[src/fhsbw_pkg.sv]
package fhsbw_pkg;

   localparam int NUM_FRAMES  = 4;
   localparam int SLOT_W      = (NUM_FRAMES > 1) ? $clog2(NUM_FRAMES) : 1;
   localparam int CNT_W       = $clog2(NUM_FRAMES + 1);
   localparam int TS_W        = 48;
   localparam int WEIGHT_W    = 16;
   localparam int DIV_STEPS   = WEIGHT_W;
   localparam int STEP_W      = $clog2(DIV_STEPS);
   localparam int OUT_SLOT_W  = 2;
   localparam int CSR_INDEX_W = 1;
   localparam int CSR_DATA_W  = 16;
   localparam int REQ_DATA_W  = 48;
   localparam int RSP_DATA_W  = 24;

   typedef logic [SLOT_W-1:0]   slot_type;
   typedef logic [TS_W-1:0]     stamp_type;
   typedef logic [WEIGHT_W-1:0] weight_type;

   localparam logic OP_STORE   = 1'b0;
   localparam logic OP_PRESENT = 1'b1;

   localparam logic [CSR_INDEX_W-1:0] CSR_BLEND_ENABLE    = 1'b0;
   localparam logic [CSR_INDEX_W-1:0] CSR_BLEND_THRESHOLD = 1'b1;

   localparam weight_type          THRESHOLD_RESET = 16'd58982;
   localparam weight_type          WEIGHT_HALF     = 16'h8000;
   localparam logic [WEIGHT_W:0]   WEIGHT_ONE      = 17'h10000;

   typedef enum logic [1:0] {
      ACT_NONE   = 2'd0,
      ACT_BEFORE = 2'd1,
      ACT_AFTER  = 2'd2,
      ACT_BLEND  = 2'd3
   } action_type;

   typedef enum logic [2:0] {
      ST_IDLE,
      ST_SCAN,
      ST_BDIFF,
      ST_SPAN,
      ST_DIVIDE,
      ST_FINISH
   } state_type;

   // Control from the sequencer to the frame store.
   typedef struct packed {
      logic      wr_en;
      stamp_type wr_time;
      logic      rd_en;
      slot_type  rd_slot;
   } store_ctrl_type;

   // Registered read result from the frame store.
   typedef struct packed {
      logic      live;
      logic      valid;
      slot_type  slot;
      stamp_type stamp;
   } store_read_type;

   // Result payload, last field in the lowest bits.
   typedef struct packed {
      logic [1:0]            pad;
      weight_type            blend_weight;
      logic [OUT_SLOT_W-1:0] after_slot;
      logic [OUT_SLOT_W-1:0] before_slot;
      action_type            action;
   } rsp_data_type;

endpackage

[src/fhsbw_frame_store.sv]
module fhsbw_frame_store
   import fhsbw_pkg::*;
(
   input  logic           clock,
   input  logic           reset,
   input  store_ctrl_type ctrl,
   output store_read_type rd
);

   stamp_type             mem [NUM_FRAMES];
   logic [NUM_FRAMES-1:0] valid_ff;
   slot_type              wr_slot_ff;
   slot_type              wr_slot_in;
   logic                  live_ff;
   logic                  rd_valid_ff;
   slot_type              rd_slot_ff;
   stamp_type             rd_time_ff;

   assign wr_slot_in = (wr_slot_ff == slot_type'(NUM_FRAMES - 1)) ? '0 : wr_slot_ff + 1'b1;

   always_ff @(posedge clock) begin
      if (reset) begin
         valid_ff   <= '0;
         wr_slot_ff <= '0;
         live_ff    <= 1'b0;
      end else begin
         live_ff <= ctrl.rd_en;
         if (ctrl.wr_en) begin
            valid_ff[wr_slot_ff] <= 1'b1;
            wr_slot_ff           <= wr_slot_in;
         end
      end
   end

   always_ff @(posedge clock) begin
      if (ctrl.wr_en) begin
         mem[wr_slot_ff] <= ctrl.wr_time;
      end
   end

   always_ff @(posedge clock) begin
      if (ctrl.rd_en) begin
         rd_time_ff  <= mem[ctrl.rd_slot];
         rd_valid_ff <= valid_ff[ctrl.rd_slot];
         rd_slot_ff  <= ctrl.rd_slot;
      end
   end

   assign rd.live  = live_ff;
   assign rd.valid = rd_valid_ff;
   assign rd.slot  = rd_slot_ff;
   assign rd.stamp = rd_time_ff;

endmodule

[src/frame_history_select_blend_weight.sv]
// A store request gives no response, and stores may go back to back.
// A present request scans one slot per cycle and then gives its response; with both frames
// found and blending enabled, 16 restoring divide steps first run on the shared subtractor.
// The next request is taken as the response appears, or later while an earlier response is
// still held by the receiver.
// Synchronous active-high reset empties the ring and restores the register defaults.
module frame_history_select_blend_weight
   import fhsbw_pkg::*;
(
   input  logic                   clock,
   input  logic                   reset,
   input  logic                   req_tvalid,
   output logic                   req_tready,
   input  logic [REQ_DATA_W-1:0]  req_tdata,   // [47:0] time_stamp
   input  logic                   req_tuser,   // [0] operation
   output logic                   rsp_tvalid,
   input  logic                   rsp_tready,
   output logic [RSP_DATA_W-1:0]  rsp_tdata,   // action, before_slot, after_slot,
                                               // blend_weight, zero pad
   input  logic                   csr_we,
   input  logic [CSR_INDEX_W-1:0] csr_index,
   input  logic [CSR_DATA_W-1:0]  csr_wdata
);

   state_type      state_ff, state_in;
   store_ctrl_type store_ctrl;
   store_read_type store_rd;

   logic [CNT_W-1:0]  cnt_ff;
   stamp_type         target_ff;
   logic              has_b_ff, has_a_ff;
   slot_type          b_slot_ff, a_slot_ff;
   stamp_type         b_time_ff, a_time_ff;
   stamp_type         rem_ff, span_ff;
   weight_type        quo_ff;
   logic [STEP_W-1:0] step_ff;
   logic              half_ff;
   logic              enable_ff;
   weight_type        thresh_ff;
   logic              rsp_valid_ff;
   rsp_data_type      rsp_ff, rsp_in;

   logic              accept_present;
   logic              scan_done;
   logic              both_blend;
   logic              rsp_free;
   logic [TS_W:0]     sub_a, sub_b;
   logic [TS_W+1:0]   sub_res;
   logic              sub_borrow;
   logic              span_bad;
   weight_type        weight;

   fhsbw_frame_store u_store (
      .clock (clock),
      .reset (reset),
      .ctrl  (store_ctrl),
      .rd    (store_rd)
   );

   assign accept_present = req_tvalid && req_tready && (req_tuser == OP_PRESENT);
   assign scan_done      = (cnt_ff == CNT_W'(NUM_FRAMES));
   assign both_blend     = has_b_ff && has_a_ff && enable_ff;
   assign rsp_free       = !rsp_valid_ff || rsp_tready;

   // The one subtractor; its operands follow the sequencer state.
   assign sub_res    = {1'b0, sub_a} - {1'b0, sub_b};
   assign sub_borrow = sub_res[TS_W+1];
   assign span_bad   = sub_borrow || (sub_res[TS_W-1:0] == '0);

   always_comb begin
      state_in = state_ff;
      unique case (state_ff)
         ST_IDLE: begin
            if (accept_present) state_in = ST_SCAN;
         end
         ST_SCAN: begin
            if (scan_done) state_in = ST_BDIFF;
         end
         ST_BDIFF: begin
            state_in = both_blend ? ST_SPAN : ST_FINISH;
         end
         ST_SPAN: begin
            state_in = span_bad ? ST_FINISH : ST_DIVIDE;
         end
         ST_DIVIDE: begin
            if (step_ff == STEP_W'(DIV_STEPS - 1)) state_in = ST_FINISH;
         end
         ST_FINISH: begin
            if (rsp_free) state_in = ST_IDLE;
         end
         default: state_in = ST_IDLE;
      endcase
   end

   always_comb begin
      req_tready         = (state_ff == ST_IDLE);
      store_ctrl.wr_en   = req_tvalid && (state_ff == ST_IDLE) && (req_tuser == OP_STORE);
      store_ctrl.wr_time = req_tdata[TS_W-1:0];
      store_ctrl.rd_en   = (state_ff == ST_SCAN) && !scan_done;
      store_ctrl.rd_slot = cnt_ff[SLOT_W-1:0];
      sub_a              = {1'b0, target_ff};
      sub_b              = {1'b0, b_time_ff};
      unique case (state_ff)
         ST_SPAN: begin
            sub_a = {1'b0, a_time_ff};
         end
         ST_DIVIDE: begin
            sub_a = {rem_ff, 1'b0};
            sub_b = {1'b0, span_ff};
         end
         default: begin
         end
      endcase
   end

   // Final decision, evaluated in the finish state.
   always_comb begin
      weight             = half_ff ? WEIGHT_HALF : quo_ff;
      rsp_in.pad         = '0;
      rsp_in.before_slot = has_b_ff ? OUT_SLOT_W'(b_slot_ff) : '0;
      rsp_in.after_slot  = has_a_ff ? OUT_SLOT_W'(a_slot_ff) : '0;
      rsp_in.blend_weight = '0;
      rsp_in.action      = ACT_NONE;
      priority if (both_blend) begin
         priority if ({1'b0, weight} < (WEIGHT_ONE - {1'b0, thresh_ff})) begin
            rsp_in.action = ACT_BEFORE;
         end else if (weight > thresh_ff) begin
            rsp_in.action = ACT_AFTER;
         end else begin
            rsp_in.action       = ACT_BLEND;
            rsp_in.blend_weight = weight;
         end
      end else if (has_b_ff) begin
         rsp_in.action = ACT_BEFORE;
      end else if (has_a_ff) begin
         rsp_in.action = ACT_AFTER;
      end else begin
         rsp_in.action = ACT_NONE;
      end
   end

   always_ff @(posedge clock) begin
      if (reset) begin
         state_ff     <= ST_IDLE;
         cnt_ff       <= '0;
         has_b_ff     <= 1'b0;
         has_a_ff     <= 1'b0;
         step_ff      <= '0;
         half_ff      <= 1'b0;
         rsp_valid_ff <= 1'b0;
         enable_ff    <= 1'b0;
         thresh_ff    <= THRESHOLD_RESET;
      end else begin
         state_ff <= state_in;
         if (csr_we) begin
            unique case (csr_index)
               CSR_BLEND_ENABLE:    enable_ff <= csr_wdata[0];
               CSR_BLEND_THRESHOLD: thresh_ff <= csr_wdata[WEIGHT_W-1:0];
            endcase
         end
         if (accept_present) begin
            cnt_ff   <= '0;
            has_b_ff <= 1'b0;
            has_a_ff <= 1'b0;
            half_ff  <= 1'b0;
         end
         if (store_ctrl.rd_en) begin
            cnt_ff <= cnt_ff + 1'b1;
         end
         // Nearest before is the latest stamp not past the target, nearest after
         // the earliest stamp past it; strict compares keep the lower slot on ties.
         if ((state_ff == ST_SCAN) && store_rd.live && store_rd.valid) begin
            if (store_rd.stamp <= target_ff) begin
               if (!has_b_ff || (store_rd.stamp > b_time_ff)) begin
                  has_b_ff <= 1'b1;
               end
            end else if (!has_a_ff || (store_rd.stamp < a_time_ff)) begin
               has_a_ff <= 1'b1;
            end
         end
         if (state_ff == ST_SPAN) begin
            half_ff <= span_bad;
            step_ff <= '0;
         end
         if (state_ff == ST_DIVIDE) begin
            step_ff <= step_ff + 1'b1;
         end
         if ((state_ff == ST_FINISH) && rsp_free) begin
            rsp_valid_ff <= 1'b1;
         end else if (rsp_valid_ff && rsp_tready) begin
            rsp_valid_ff <= 1'b0;
         end
      end
   end

   always_ff @(posedge clock) begin
      if (accept_present) begin
         target_ff <= req_tdata[TS_W-1:0];
      end
      if ((state_ff == ST_SCAN) && store_rd.live && store_rd.valid) begin
         if (store_rd.stamp <= target_ff) begin
            if (!has_b_ff || (store_rd.stamp > b_time_ff)) begin
               b_time_ff <= store_rd.stamp;
               b_slot_ff <= store_rd.slot;
            end
         end else if (!has_a_ff || (store_rd.stamp < a_time_ff)) begin
            a_time_ff <= store_rd.stamp;
            a_slot_ff <= store_rd.slot;
         end
      end
      if (state_ff == ST_BDIFF) begin
         rem_ff <= sub_res[TS_W-1:0];
         quo_ff <= '0;
      end
      if (state_ff == ST_SPAN) begin
         span_ff <= sub_res[TS_W-1:0];
      end
      // Restoring divide: the remainder stays below the span, so 48 bits hold it.
      if (state_ff == ST_DIVIDE) begin
         if (sub_borrow) begin
            rem_ff <= {rem_ff[TS_W-2:0], 1'b0};
            quo_ff <= {quo_ff[WEIGHT_W-2:0], 1'b0};
         end else begin
            rem_ff <= sub_res[TS_W-1:0];
            quo_ff <= {quo_ff[WEIGHT_W-2:0], 1'b1};
         end
      end
      if ((state_ff == ST_FINISH) && rsp_free) begin
         rsp_ff <= rsp_in;
      end
   end

   assign rsp_tvalid = rsp_valid_ff;
   assign rsp_tdata  = rsp_ff;

endmodule

[config.mk]
export PLATFORM = sky130hd
export DESIGN_NAME = frame_history_select_blend_weight
export DESIGN_NICKNAME = d
export VERILOG_FILES = /design/src/fhsbw_pkg.sv /design/src/fhsbw_frame_store.sv /design/src/frame_history_select_blend_weight.sv
export SDC_FILE = /design/constraint.sdc
export NUM_CORES = 1
export LEC_CHECK = 0
export ABC_AREA = 1
export BUFFER_PORTS_ARGS = -buffer_cell sky130_fd_sc_hd__buf_4
export CELL_PAD_IN_SITES_DETAIL_PLACEMENT = 0
export CELL_PAD_IN_SITES_GLOBAL_PLACEMENT = 1
export CORE_ASPECT_RATIO = 1.5
export CORE_UTILIZATION = 45
export CTS_BUF_LIST = sky130_fd_sc_hd__clkbuf_16
export CTS_CLUSTER_SIZE = 30
export DETAILED_ROUTE_END_ITERATION = 16
export HOLD_SLACK_MARGIN = 0.02
export PLACE_DENSITY_LB_ADDON = 0.08
export SLEW_MARGIN = 10
export SYNTH_ARGS = -nofsm -noshare
export SYNTH_HDL_FRONTEND = slang
export SYNTH_SLANG_ARGS = --single-unit
[constraint.sdc]
create_clock -name clock -period 6.67 [get_ports clock]
set_input_delay 1.0005 -clock clock [delete_from_list [all_inputs] [get_ports clock]]
set_output_delay 1.0005 -clock clock [all_outputs]
set_load 0.005 [all_outputs]
== Word-level counts from Yosys, hierarchy flattened ==
Memory sizes are Yosys's and may differ from the RTL's. A register that Yosys moved wholly into a read port is not among the register bits.
Cells that the tools add are included.
Widths: inputs -> output; s select.
Word-level totals
  input port bits: 71
  memories: 1
  register bits: 323
  RAM bits: 192
  memory bits (read-only): 0
  word-level logic and storage cells: 133
  output and inout port bits: 26
  latch bits: 0
Memories
  u_store.mem: depth 4, width 48, read ports 1, clocked after Yosys merged registers in 1, write ports 1, RTL line fhsbw_frame_store.sv:10  | stamp_type mem [NUM_FRAMES];
Cells by class
  add/sub/neg operators: 5
  multiplexer cells: 44
  magnitude comparators: 8
  reductions and logical operators: 32
  divide/modulo/power cells: 0
  multiply operators: 0
  bitwise operators: 5
  shift operators: 0
  equal/unequal tests: 12
Operator list (number)
  $mux 48: 4
  $pmux 49 s2: 1
  $sub 49x49->50: 1
  $gt 48x48->1: 1
  $le 48x48->1: 1
  $logic_not 48->1: 1
  $lt 48x48->1: 1
  $mux 16: 3
  $mux 3: 7
  $mux 1: 19
  $pmux 3 s6: 1
  $lt 16x17->1: 1
  $sub 17x16->17 const A: 1
  $gt 16x16->1: 1
  $logic_and 1x1->1: 11
  $mux 2: 5
  $reduce_bool 2->1: 5
  $eq 3x3->1 const B: 3
  $mux 4: 2
  $eq 3x2->1 const B: 2
  $lt 2x3->1 const B: 2
  $ne 2x2->1 const B: 3
  $reduce_and 3->1: 2
  $add 4x1->4 const B: 1
  other kinds (17): 27

== Logic depth before layout (Yosys ltp) ==
  word-level depth: 7
  mapped depth: 32
  mapped depth without buffers: 29

== Modules after synthesis ==
A second synthesis with hierarchy kept.
Second synthesis, totals
  cells, all modules: 3495
  area, all modules: 31153.6 um^2
By module, submodules not included
  frame_history_select_blend_weight: area each 21199.1 um^2, sequential area each 9088.7 um^2, cells each 2641, instances 1
  fhsbw_frame_store: area each 9954.5 um^2, sequential area each 7437.1 um^2, cells each 854, instances 1

== Worst setup path after synthesis ==
OpenSTA, ideal clock, no wires.
  path type: flip-flop to flip-flop
  from: register state_ff[0]
  to: register rem_ff[8], data pin
  cell stages (with the launch flop): 25
  arrival: 5214 ps
  clock period less this slack: 5478 ps
  buffers on the path: 4
  required time: 6405 ps
  setup time: 265 ps
  path slack: 1192 ps
  path through: dfxtp_1 > inv_1 > nor3_2 > nor2_1 > clkbuf_1 > clkbuf_1 > nand2_1 > o221ai_1 > ha_1 > nand2_1 > inv_1 > nand2_1 > nand2_1 > nand2_1 > nand2_1 > a31oi_1 > nor2_1 > a2111oi_2 > nand2_1 > inv_2 > nand2_2 > buf_6 > buf_6 > nand2_1 > o21ai_0
On the way
  cells in the longest elaborated chain, start to end: 5
  elaborated cells between the ends (all ways): 8
  those cells by class: 1 x add/sub; 2 x eq/ne; 5 x mux
RTL lines
  start: declaration: RTL line frame_history_select_blend_weight.sv:25  | state_type state_ff, state_in;
  start signal: assignment: RTL line frame_history_select_blend_weight.sv:154  | state_ff <= state_in;
  $eq 3x3->1 or $eq 3x2->1 (tied branches): RTL line frame_history_select_blend_weight.sv:103, frame_history_select_blend_weight.sv:219
  $pmux 49 s2 or $mux 48 (tied branches): RTL line frame_history_select_blend_weight.sv:103  | unique case (state_ff)
  $sub 49x49->50: RTL line frame_history_select_blend_weight.sv:66  | assign sub_res = {1'b0, sub_a} - {1'b0, sub_b};
  $mux 48, on equally long branches: RTL line frame_history_select_blend_weight.sv:211, frame_history_select_blend_weight.sv:220
  $mux 48 *: RTL line frame_history_select_blend_weight.sv:219  | if (state_ff == ST_DIVIDE) begin
  end signal: assignment: RTL line frame_history_select_blend_weight.sv:212  | rem_ff <= sub_res[TS_W-1:0];
  end signal: assignment: RTL line frame_history_select_blend_weight.sv:221  | rem_ff <= {rem_ff[TS_W-2:0], 1'b0};
  end signal: assignment: RTL line frame_history_select_blend_weight.sv:224  | rem_ff <= sub_res[TS_W-1:0];
  end: declaration: RTL line frame_history_select_blend_weight.sv:34  | stamp_type rem_ff, span_ff;
Mark *: on every way between the ends. The rest lies on a longest branch, timed or not. The select of a mux whose other input is x is not followed.
A chain may end at the register's enable or synchronous reset.

== Worst setup path in the final report ==
Ends and elaborated chain as after synthesis.

==> results.sh <==
export IMPL_vias=21900
export IMPL_synthesis_area_sq_mm=0.0301
export IMPL_die_height_um=319
export IMPL_synth_edf_count=525
export IMPL_worstMarginPinSlew_ns=1.16
export IMPL_crit_family="simple AND/OR/NAND/NOR gates"
export IMPL_r2r_start="state_ff[0]"
export IMPL_slew_violations=0
export IMPL_sw_frac_of_total_pct=34.5
export IMPL_wl_per_cell_um=19.5
export IMPL_htreeDepth=2
export IMPL_status="completed"
export IMPL_cts_buffer_depth=3
export IMPL_cts_resized=0
export IMPL_groute_usage_overall_pct=24.4
export IMPL_clk_latency_ns=0.63
export IMPL_switchingPower_uw=3690
export IMPL_cts_root_buf="clkbuf_16"
export IMPL_min_path_type="reg -> reg"
export IMPL_grt_overflow_total=0
export IMPL_r2r_slack_ns=1.62
export IMPL_diodes=0
export IMPL_fillers=6260
export IMPL_cp_end_kind="flop"
export IMPL_coreArea_sq_mm=0.0659
export IMPL_viasPerCell=5.22
export IMPL_avgSynthCellArea_sq_um=9.47
export IMPL_drt_initial_drc_count=1663
export IMPL_finalSetupTns_ns=0
export IMPL_critPathKind="reg -> reg"
export IMPL_rsz0062_at_grt="no"
export IMPL_antenna_found_initial=1
export IMPL_clk_pin_slew_worst_paths_ns=0.06
export IMPL_synth_ff_type="edfxtp_1"
export IMPL_grt_pass1_vias=21500
export IMPL_fin_util_pct=50.9
export IMPL_setup_violations=0
export IMPL_intPower_uw=7020
export IMPL_syn_instance_count=3185
export IMPL_synthArstFlopShare_pct=0
export IMPL_cp_endpoint="rem_ff[8]"
export IMPL_gp_congestion=0.897
export IMPL_startpoint_type="flop"
export IMPL_max_slew_margin_rel_pct=22.3
export IMPL_irDropWorstVdd_mv=0.358
export IMPL_cts_sinks=563
export IMPL_worst_endpoint_required_ns=7.02
export IMPL_synth_cell_types=49
export IMPL_power_share_clock_pct=27.7
export IMPL_die_area_sq_mm=0.0681
export IMPL_fmax_ghz=0.198
export IMPL_cpMostUsedCell="inv_1"
export IMPL_chipWidth_um=213
export IMPL_critical_path_depth=21
export IMPL_post_cts_buffers=0
export IMPL_crit_arrival_ns=5.40
export IMPL_timing_rr_end="rem_ff[8]"
export IMPL_grt_max_degree=85
export IMPL_nNetsFinal=3585
export IMPL_holdWs_ns=0.446
export IMPL_power_frac_comb_pct=28.3
export IMPL_placementRows=115
export IMPL_worstSetupStartpoint="state_ff[0]"
export IMPL_cap_viol_max_count=0
export IMPL_drcViolationCount=0
export IMPL_crit_chain="nor2_1 -> inv_1 -> nor2_1 -> buf_4 -> nor2_4 -> inv_1 -> o22ai_1 -> inv_1 -> ha_1 -> nand2_1 -> inv_1 -> nand3_1 -> nor3_1 -> nand2_1 -> nor2_1 -> a2111oi_2 -> nand2_1 -> inv_2 -> nand2_2 -> buf_4 -> o21ai_0"
export IMPL_start_util_pct=45.7
export IMPL_place_hpwl_um=62100
export IMPL_holdBufCountCts=0
export IMPL_period_needed_ns=5.05
export IMPL_seq_area_frac_synth_pct=54.8
export IMPL_ys_warn_count=0
export IMPL_detail_route_antenna_nets=0
export IMPL_min_period_over_period_pct=75.7
export IMPL_worst_path_buf_inv=7
export IMPL_syn_to_final_growth_pct=11.3
export IMPL_grt_pass1_wl_um=125000
export IMPL_final_hold_viol_count=0
export IMPL_cellLeakagePower_uw=0.0147
export IMPL_routed_wl_um=82100
export IMPL_powerDensity_mw_per_mm2=319
export IMPL_slowest_stage="nor2_4"
export IMPL_drt_pass1_iter_count=5
export IMPL_r2r_cells=21
export IMPL_io_buffer_count=94
export IMPL_finClkSkew_ns=0.0301
export IMPL_numCtsBuffers=55
export IMPL_ioPinCount=97
export IMPL_drive_gt1_share_pct=8.09
export IMPL_cp_max_fo=47
export IMPL_max_stage_delay_ns=0.61
export IMPL_synth_seq_cells=563
export IMPL_cts_tree="yes"
export IMPL_seq_power_share_pct=44.0
## state kept, by name, summed over array words and instances, names as in the netlist, 22 cells and up
register	cells
rsp_tdata	22
rem_ff	48
u_store.rd_time_ff	48
b_time_ff	48
span_ff	48
a_time_ff	48
target_ff	48
u_store.mem	192
## how the worst min path moves through the flow
stage,from,end,cells past startpoint
floorplan,u_store.rd_slot_ff[0],a_slot_ff[0],0
global placement,u_store.rd_slot_ff[1],a_slot_ff[1],0
detailed placement,u_store.rd_slot_ff[0],b_slot_ff[0],0
CTS,u_store.rd_slot_ff[0],a_slot_ff[0],0
global route,u_store.rd_slot_ff[0],a_slot_ff[0],0
finish,u_store.rd_slot_ff[0],b_slot_ff[0],0
## cell type report
cell class                 count  area [sq um]  share of cell area, %
sequential                   563         16500                   49.3
multi-input combinational   1991         11300                   33.5
inverter                     550          2070                   6.16
clock buffer                  55          1380                   4.10
tap                          877          1100                   3.27
timing repair buffer         122           928                   2.77
clock inverter                45           303                  0.902
## stage by stage
stage / cells / total power, uW / setup WS [ns] / instance area (sq um)
3_5_place_dp: 4103 / 7810 / 1.67 / 31900
2_1_floorplan: 3186 / 6770 / 1.19 / 30200
3_3_place_gp: 4103 / 7750 / 1.75 / 31900
5_1_grt: 4203 / 11400 / 1.18 / 33600
6_report: 4203 / 10700 / 1.62 / 33600
4_1_cts: 4203 / 10800 / 1.65 / 33600
## cell usage after synthesis (all sizes together) (5+ instances only)
cell,number,share of area (%)
o2111ai,5,0.15
nand2,747,9.4
o21bai,5,0.12
a211oi,12,0.30
nor2,280,3.7
nor3,47,0.91
nand3b,20,0.50
xor2,13,0.38
a31oi,6,0.12
nand4,39,0.81
a21oi,136,2.3
inv,549,6.8
nand3,70,1.3
o211ai,12,0.30
edfxtp,525,52
o21ai,227,3.8
buf,12,0.35
clkbuf,70,0.87
o221ai,45,1.3
o22ai,55,1.1
xnor2,8,0.23
nor4,8,0.17
a21o,5,0.12
ha,230,9.5
dfxtp,38,2.5
## cells by family after synthesis
kind of cell | share of synthesized area (%)
compound gates | 9.93
xor+xnor | 0.610
fa+ha+maj | 9.61
buf+inv | 8.07
flops | 54.8
other cells | 0.0124
simple gates | 16.9
## layout by cell type, fill, tap and decap left out, types with 14 or more instances in the layout
master	n
nand2_1	733
dfxtp_1	37
nand4_1	39
nor2_1	253
inv_1	549
ha_1	230
o21ai_0	217
nor2_2	17
clkinv_1	17
a21oi_1	134
o22ai_1	55
edfxtp_1	525
clkbuf_16	55
buf_4	121
nor3_1	39
nand3b_1	20
nand3_1	63
nand2_2	14
o221ai_1	45
## power groups by stage
stage,registers [uW],logic (uW),clock network [uW]
4_1_cts,4710,3050,3030
3_5_place_dp,4780,3030,0
5_1_grt,4760,3450,3160
2_1_floorplan,4650,2110,0
6_report,4710,3030,2960
3_3_place_gp,4770,2980,0
## per-layer routing
metal	GRT usage [%]	vias up	part of all wire, %
li1	-	10900	-
met3	2.90	91	4.6
met1	33.8	10400	46
met2	40.1	491	47
met5	0	-	0
met4	6.76	0	2.4
## worst reg2reg max path, delay by kind of cell, from the launching register on
family	cells	cell delay, ns
and+or+nand+nor	10	2.38
buffers and inverters	7	1.22
AOI/OAI and AO/OA	3	0.45
adders and majority gates	1	0.38
DFF	1	0.35
Note: power is estimated with default switching activity, not from simulation.
